**config.mk**
```make
export PLATFORM = sky130hd
export DESIGN_NAME = weighted_random_select
export DESIGN_NICKNAME = d
export VERILOG_FILES = /design/src/rtl/wrs_pkg.sv /design/src/rtl/wrs_table.sv /design/src/rtl/wrs_mod.sv /design/src/rtl/weighted_random_select.sv
export SDC_FILE = /design/constraint.sdc
export NUM_CORES = 1
export LEC_CHECK = 0
export ABC_AREA = 1
export BUFFER_PORTS_ARGS = -buffer_cell sky130_fd_sc_hd__buf_2
export CAP_MARGIN = 10
export CORE_UTILIZATION = 30
export CTS_BUF_LIST = sky130_fd_sc_hd__clkbuf_8 sky130_fd_sc_hd__clkbuf_16
export DETAILED_ROUTE_END_ITERATION = 16
export PLACE_DENSITY = 0.54
export SYNTH_ARGS = -nofsm -noshare
export SYNTH_HDL_FRONTEND = slang
export SYNTH_HIERARCHICAL = 1
export SYNTH_SLANG_ARGS = --single-unit
```
**constraint.sdc**
```tcl
create_clock -name i_clk -period 7.3 [get_ports i_clk]
set_input_delay 1.46 -clock i_clk [delete_from_list [all_inputs] [get_ports i_clk]]
set_output_delay 1.46 -clock i_clk [all_outputs]
set_load 0.03 [all_outputs]
```
**src/rtl/wrs_pkg.sv**
```systemverilog
package wrs_pkg;

    localparam int MAX_ENTRIES = 16;
    localparam int WEIGHT_BITS = 16;

    localparam int IDX_BITS    = (MAX_ENTRIES > 1) ? $clog2(MAX_ENTRIES) : 1;
    localparam int CNT_BITS    = $clog2(MAX_ENTRIES + 1);
    localparam int SUM_BITS    = WEIGHT_BITS + IDX_BITS;

    // Field widths of the words on the ports
    localparam int CFG_BITS    = 5;
    localparam int IN_IDX_BITS = 4;
    localparam int IN_WT_BITS  = 16;
    localparam int RND_BITS    = 31;
    localparam int OUT_IDX_BITS = 4;
    localparam int RND_CNT_BITS = $clog2(RND_BITS);

    localparam logic [CFG_BITS-1:0] ENTRY_COUNT_RESET = CFG_BITS'(16);

    localparam logic CMD_WRITE = 1'b0;
    localparam logic CMD_DRAW  = 1'b1;

    typedef struct packed {
        logic                    cmd;
        logic [IN_IDX_BITS-1:0]  entry_index;
        logic [IN_WT_BITS-1:0]   weight_value;
        logic [RND_BITS-1:0]     random_value;
    } t_in_word;

    typedef struct packed {
        logic [OUT_IDX_BITS-1:0] winner_index;
        logic                    no_winner;
    } t_out_word;

endpackage

```
**src/rtl/wrs_table.sv**
```systemverilog
module wrs_table (
    input  logic                             i_clk,
    input  logic                             i_rst_n,
    input  logic                             i_we,
    input  logic [wrs_pkg::IDX_BITS-1:0]     i_waddr,
    input  logic [wrs_pkg::WEIGHT_BITS-1:0]  i_wdata,
    input  logic [wrs_pkg::IDX_BITS-1:0]     i_raddr,
    output logic [wrs_pkg::WEIGHT_BITS-1:0]  o_rdata
);
    import wrs_pkg::*;

    logic [WEIGHT_BITS-1:0] r_weight [MAX_ENTRIES];

    // Clear every weight at reset; one write port, one read port.
    always_ff @(posedge i_clk) begin
        if (!i_rst_n) begin
            for (int i = 0; i < MAX_ENTRIES; i++) begin
                r_weight[i] <= '0;
            end
        end else if (i_we) begin
            r_weight[i_waddr] <= i_wdata;
        end
    end

    assign o_rdata = r_weight[i_raddr];

endmodule

```
**src/rtl/wrs_mod.sv**
```systemverilog
module wrs_mod (
    input  logic                          i_clk,
    input  logic                          i_rst_n,
    input  logic                          i_start,
    input  logic [wrs_pkg::RND_BITS-1:0]  i_dividend,
    input  logic [wrs_pkg::SUM_BITS-1:0]  i_divisor,
    output logic                          o_done,
    output logic [wrs_pkg::SUM_BITS-1:0]  o_rem
);
    import wrs_pkg::*;

    logic                    r_busy;
    logic [RND_CNT_BITS-1:0] r_cnt;
    logic [RND_BITS-1:0]     r_quo;
    logic [SUM_BITS-1:0]     r_rem;
    logic [SUM_BITS-1:0]     r_div;
    logic                    r_done;
    logic [SUM_BITS:0]       n_trial;
    logic [SUM_BITS-1:0]     n_rem;

    // Restoring remainder step: shift in one dividend bit, subtract if it fits.
    always_comb begin
        n_trial = {r_rem, r_quo[RND_BITS-1]};
        if (n_trial >= {1'b0, r_div}) begin
            n_rem = SUM_BITS'(n_trial - {1'b0, r_div});
        end else begin
            n_rem = SUM_BITS'(n_trial);
        end
    end

    always_ff @(posedge i_clk) begin
        if (!i_rst_n) begin
            r_busy <= 1'b0;
            r_done <= 1'b0;
            r_cnt  <= '0;
        end else begin
            r_done <= 1'b0;
            if (i_start) begin
                r_busy <= 1'b1;
                r_cnt  <= RND_CNT_BITS'(RND_BITS - 1);
            end else if (r_busy) begin
                if (r_cnt == '0) begin
                    r_busy <= 1'b0;
                    r_done <= 1'b1;
                end else begin
                    r_cnt <= r_cnt - 1'b1;
                end
            end
        end
    end

    always_ff @(posedge i_clk) begin
        if (i_start) begin
            r_quo <= i_dividend;
            r_rem <= '0;
            r_div <= i_divisor;
        end else if (r_busy) begin
            r_quo <= {r_quo[RND_BITS-2:0], 1'b0};
            r_rem <= n_rem;
        end
    end

    assign o_done = r_done;
    assign o_rem  = r_rem;

endmodule

```
**src/rtl/weighted_random_select.sv**
```systemverilog
// Channel  | Signals                      | Handshake
// ---------+------------------------------+------------------------------------------
// input    | i_start, i_word, o_busy      | word taken when i_start high and o_busy low
// result   | o_done, o_result             | word valid for the one cycle o_done is high
// config   | i_cfg_we, i_cfg_wdata        | entry_count written when i_cfg_we is high
//
// A write word updates the table in the cycle it is taken and gives no result.
// A draw works over the N active entries (at most 16) in this order:
// a sum pass over the table, a 31-step bit-serial remainder, then a prefix scan.
// The sum pass and the prefix scan share the one table read port; the remainder works one bit per cycle.
// Reset (synchronous, low) clears the weight table and sets entry_count to 16.
// The receiver cannot stall; each result shows for exactly one cycle.
module weighted_random_select (
    input  logic                              i_clk,
    input  logic                              i_rst_n,
    input  logic                              i_start,
    output logic                              o_busy,
    input  wrs_pkg::t_in_word                 i_word,
    output logic                              o_done,
    output wrs_pkg::t_out_word                o_result,
    input  logic                              i_cfg_we,
    input  logic [wrs_pkg::CFG_BITS-1:0]      i_cfg_wdata
);
    import wrs_pkg::*;

    typedef enum logic [3:0] {
        S_IDLE = 4'b0001,
        S_SUM  = 4'b0010,
        S_MOD  = 4'b0100,
        S_SCAN = 4'b1000
    } t_state;

    t_state                r_state, n_state;
    logic [CFG_BITS-1:0]   r_entry_count;
    logic [CNT_BITS-1:0]   r_count, n_count;
    logic [CNT_BITS-1:0]   r_idx, n_idx;
    logic [SUM_BITS-1:0]   r_total, n_total;
    logic [SUM_BITS-1:0]   r_run, n_run;
    logic [SUM_BITS-1:0]   r_choice, n_choice;
    logic [RND_BITS-1:0]   r_rnd, n_rnd;
    logic                  r_done, n_done;
    t_out_word             r_result, n_result;

    logic                  w_accept;
    logic                  w_tbl_we;
    logic [WEIGHT_BITS-1:0] w_rdata;
    logic                  w_mod_start;
    logic                  w_mod_done;
    logic [SUM_BITS-1:0]   w_mod_rem;
    logic [SUM_BITS-1:0]   w_run_sum;
    logic [CNT_BITS-1:0]   w_sat_count;

    assign w_accept = i_start && (r_state == S_IDLE);

    // Drop writes that land beyond the table.
    assign w_tbl_we = w_accept && (i_word.cmd == CMD_WRITE)
                      && (int'(i_word.entry_index) < MAX_ENTRIES);

    // Saturate the configured count at the table size.
    assign w_sat_count = (int'(r_entry_count) > MAX_ENTRIES) ?
                         CNT_BITS'(MAX_ENTRIES) : CNT_BITS'(r_entry_count);

    assign w_run_sum = r_run + SUM_BITS'(w_rdata);

    wrs_table u_table (
        .i_clk   (i_clk),
        .i_rst_n (i_rst_n),
        .i_we    (w_tbl_we),
        .i_waddr (IDX_BITS'(i_word.entry_index)),
        .i_wdata (WEIGHT_BITS'(i_word.weight_value)),
        .i_raddr (r_idx[IDX_BITS-1:0]),
        .o_rdata (w_rdata)
    );

    wrs_mod u_mod (
        .i_clk      (i_clk),
        .i_rst_n    (i_rst_n),
        .i_start    (w_mod_start),
        .i_dividend (r_rnd),
        .i_divisor  (r_total),
        .o_done     (w_mod_done),
        .o_rem      (w_mod_rem)
    );

    // Sequencer: sum pass, remainder, prefix scan.
    always_comb begin
        n_state     = r_state;
        n_count     = r_count;
        n_idx       = r_idx;
        n_total     = r_total;
        n_run       = r_run;
        n_choice    = r_choice;
        n_rnd       = r_rnd;
        n_done      = 1'b0;
        n_result    = r_result;
        w_mod_start = 1'b0;

        case (r_state)
            S_IDLE: begin
                if (w_accept && (i_word.cmd == CMD_DRAW)) begin
                    n_rnd   = i_word.random_value;
                    n_count = w_sat_count;
                    n_idx   = '0;
                    n_total = '0;
                    n_state = S_SUM;
                end
            end
            S_SUM: begin
                if (r_idx == r_count) begin
                    if (r_total == '0) begin
                        // Empty wheel: report no winner.
                        n_done   = 1'b1;
                        n_result = '{winner_index: '0, no_winner: 1'b1};
                        n_state  = S_IDLE;
                    end else begin
                        w_mod_start = 1'b1;
                        n_state     = S_MOD;
                    end
                end else begin
                    n_total = r_total + SUM_BITS'(w_rdata);
                    n_idx   = r_idx + 1'b1;
                end
            end
            S_MOD: begin
                if (w_mod_done) begin
                    n_choice = w_mod_rem;
                    n_idx    = '0;
                    n_run    = '0;
                    n_state  = S_SCAN;
                end
            end
            S_SCAN: begin
                if (r_choice < w_run_sum) begin
                    n_done   = 1'b1;
                    n_result = '{winner_index: OUT_IDX_BITS'(r_idx), no_winner: 1'b0};
                    n_state  = S_IDLE;
                end else if ((r_idx + 1'b1) >= r_count) begin
                    // Hold the safe answer if the scan runs off the end.
                    n_done   = 1'b1;
                    n_result = '{winner_index: '0, no_winner: 1'b1};
                    n_state  = S_IDLE;
                end else begin
                    n_run = w_run_sum;
                    n_idx = r_idx + 1'b1;
                end
            end
            default: begin
                n_state = S_IDLE;
            end
        endcase
    end

    always_ff @(posedge i_clk) begin
        if (!i_rst_n) begin
            r_state       <= S_IDLE;
            r_done        <= 1'b0;
            r_entry_count <= ENTRY_COUNT_RESET;
            r_idx         <= '0;
            r_count       <= '0;
        end else begin
            r_state <= n_state;
            r_done  <= n_done;
            r_idx   <= n_idx;
            r_count <= n_count;
            if (i_cfg_we) begin
                r_entry_count <= i_cfg_wdata;
            end
        end
    end

    always_ff @(posedge i_clk) begin
        r_total  <= n_total;
        r_run    <= n_run;
        r_choice <= n_choice;
        r_rnd    <= n_rnd;
        r_result <= n_result;
    end

    assign o_busy   = (r_state != S_IDLE);
    assign o_done   = r_done;
    assign o_result = r_result;

endmodule
```
==> metrics.txt <==
Synth-to-Final Area Change 12.5%; Final Cycle Share 77.5%; grt ovf 0; I/O pin cnt 68; Arrival @ worst endpoint 5880 ps; Synth Area per Inst 8.61 um2; full die area 80,000 um2; P per Cell Area 228 nW/um2; status completed; Unique masters post-synth 50; # setup viols final 0; IR drop worst, VDD 172 uV; Yosys warnings 6; CP Capture Type flip-flop; Tot Pwr 6.07 mW; Final Hold Viols 0; largest area contributor in the netlist edfxtp_1; worst-margin pin slew 1150 ps; Die Wd 283 um; post_cts resized 0; Post-DP Area 25,000 um2; setup slack, reg-to-reg 1640 ps; number of flops mapped to enable cells by yosys 403; Slew HR 22.7%; Rows 102; Yosys reg bits 450; final worst slack 1640 ps; number of port buffers 67; GRT Total Usage 16.2%; fin cells 3,865; WL final 64,400 um; Final ANT Viol Nets 0; Final GP Congestion 0.879; final net count 2,924; largest cells by area after synthesis edfxtp_1 51%, nand2_1 12%, inv_1 6.4%; Startpoint Class flip-flop; H-tree depth 2; wire per inst 16.7 um; first-pass GRT wire length 99,500 um; Post-synth top flop edfxtp_1; die height 283 um; Starting DRT DRC Count 1,372; leakage 11.8 nW; Async SR Flop Fraction 0%; CTS Buffer Depth 3; max-cap viol count 0; # placed instances 3,769; f_max 177 MHz; Antenna diodes 0; CP max FO 38; Post-Synthesis Cell Area 23,700 um2; syn_nets 2,889; dpl ws 1510 ps; initial antenna violation count 0; post-detail-place hpwl 43,600 um; Post-CTS Setup Bufs 0; hold buffers post-CTS 0; min Tclk post-route 5660 ps; Worst Clk Skew 36.0 ps; Hold WS 475 ps; vias in the first global route 17,200; proportion of layout cells with a drive suffix above 1 8.07%; Slew Viols, Final 0; WP data required 7520 ps; Clock Sinks 450; Core Box Area 77,700 um2; largest net degree at the start of global routing 135; fin area 26,600 um2; CTS buffer count 51; HP Class flip-flop to flip-flop; vias 17,800; Initial Util 30.4%; Clock Latency Late Sink 610 ps; Post-Syn Instances 2,747; Seq/Total Area, Yosys 55.1%; clk root buf clkbuf_16; vias per cell 4.60; DR DRC count 0; RSZ-0062 raised after global routing no; Yosys top cell area share 51.1%; CTS tree yes; DR pass1 iterations 8; final design utilization 34.3%; Clock transition at path regs 60 ps; Setup CP Type flip-flop to flip-flop; TNS Setup 0 ps
## routing by layer
layer,GRT usage [%],vias to the layer above,part of all wire [%]
li1,-,8917,-
met1,21.3,8393,44
met2,28.0,370,49
met3,1.86,92,4.2
met4,4.75,0,2.4
met5,0,-,0
## worst max-delay path: stages, from the launching register on
cell and delay [ps]:
dfxtp_2 370, inv_2 600, buf_4 350, buf_4 220, nand3_1 110, nand3_1 90, nand3_1 170, nand2_1 190
ha_1 330, nand2_1 210, nor2_1 70, nor2_1 150, nand3_1 180, nand2_1 120, o21ai_2 70, xnor2_2 150
ha_1 290, nand2_1 70, nor2_1 150, nand2_1 90, nor2_1 100, nand2_1 80, nand4_2 290, nand3_1 150
inv_1 660
## synthesized netlist by cell type, types with 2 or more instances
master    instances
nor3_1           14
o21ai_2           2
nand3b_1         16
o21ai_0          49
nand4_1          18
clkbuf_1         45
o21a_1            3
nand2_2          20
xor2_1            5
inv_2             3
dfxtp_1          47
buf_2            43
inv_1           404
a211oi_1          2
a31oi_1           4
nor2_2            6
nand2_1         771
a21o_1            7
nor3_4            4
edfxtp_1        403
nor2_4            4
nand3_1         266
buf_1            13
a21oi_2           4
a21oi_1          78
ha_1             78
buf_4             3
buf_6             3
nand3_2           9
o21bai_1          5
nor2_1          367
o21ai_1           4
fa_1              3
xnor2_1          21
nor3_2            4
nor4_1            5
## kinds of logic after synthesis
logic type | after synthesis | share of synthesized area (%)
buffers and inverters | 515 | 8.54
adder cells (fa/ha/maj) | 81 | 4.38
AND/OR/NAND/NOR | 1510 | 27.1
XOR/XNOR | 27 | 1.03
AO/OA/AOI/OAI | 164 | 3.88
flip-flops | 450 | 55.1
## placed cells by master (no fill, tap or decap), types with 6 or more instances in the layout
| cell | count |
|---|---|
| o21ai_0 | 49 |
| ha_1 | 78 |
| clkbuf_16 | 52 |
| buf_4 | 21 |
| inv_1 | 419 |
| xnor2_1 | 21 |
| nor2_2 | 6 |
| nor3_1 | 14 |
| clkinv_2 | 6 |
| a21oi_1 | 78 |
| nand4_1 | 18 |
| nand3b_1 | 16 |
| nand3_2 | 9 |
| clkinv_1 | 9 |
| edfxtp_1 | 403 |
| nand2_1 | 771 |
| nand3_1 | 266 |
| a21o_1 | 7 |
| buf_2 | 67 |
| nor2_1 | 367 |
| dfxtp_1 | 45 |
| nand2_2 | 20 |
## worst paths after layout
kind,start,to,cells after the start
hold / removal,r_count[0]$_SDFFE_PN0P_,r_count[0]$_SDFFE_PN0P_,2
setup reg to reg,r_idx[1]$_SDFFE_PN0P_,r_run[17]$_SDFFCE_PP0P_,24
setup / recovery,r_idx[1]$_SDFFE_PN0P_,r_run[17]$_SDFFCE_PP0P_,24
hold reg to reg,r_count[0]$_SDFFE_PN0P_,r_count[0]$_SDFFE_PN0P_,2
## state kept, by name, summed over array words and instances, names as in the netlist, 20 cells and up
signal	flops
u_table/r_weight	256
u_mod/o_rem	20
u_mod/r_quo	31
r_total	20
r_run	20
u_mod/r_div	20
r_choice	20
r_rnd	31
## power breakdown
group	internal (mW)	switching, mW
combinational	0.196	0.420
sequential	2.90	0.0536
clock	1.42	1.08
## area by class of cell
cell class / instances / area (um2)
Fill cell: 8026 / 51100
Sequential cell: 450 / 13000
Multi-Input combinational cell: 1782 / 8600
Inverter: 408 / 1530
Clock buffer: 57 / 1370
Tap cell: 1040 / 1300
Timing Repair Buffer: 89 / 513
Clock inverter: 39 / 265
No activity file was read; power rests on OpenSTA's default activity.
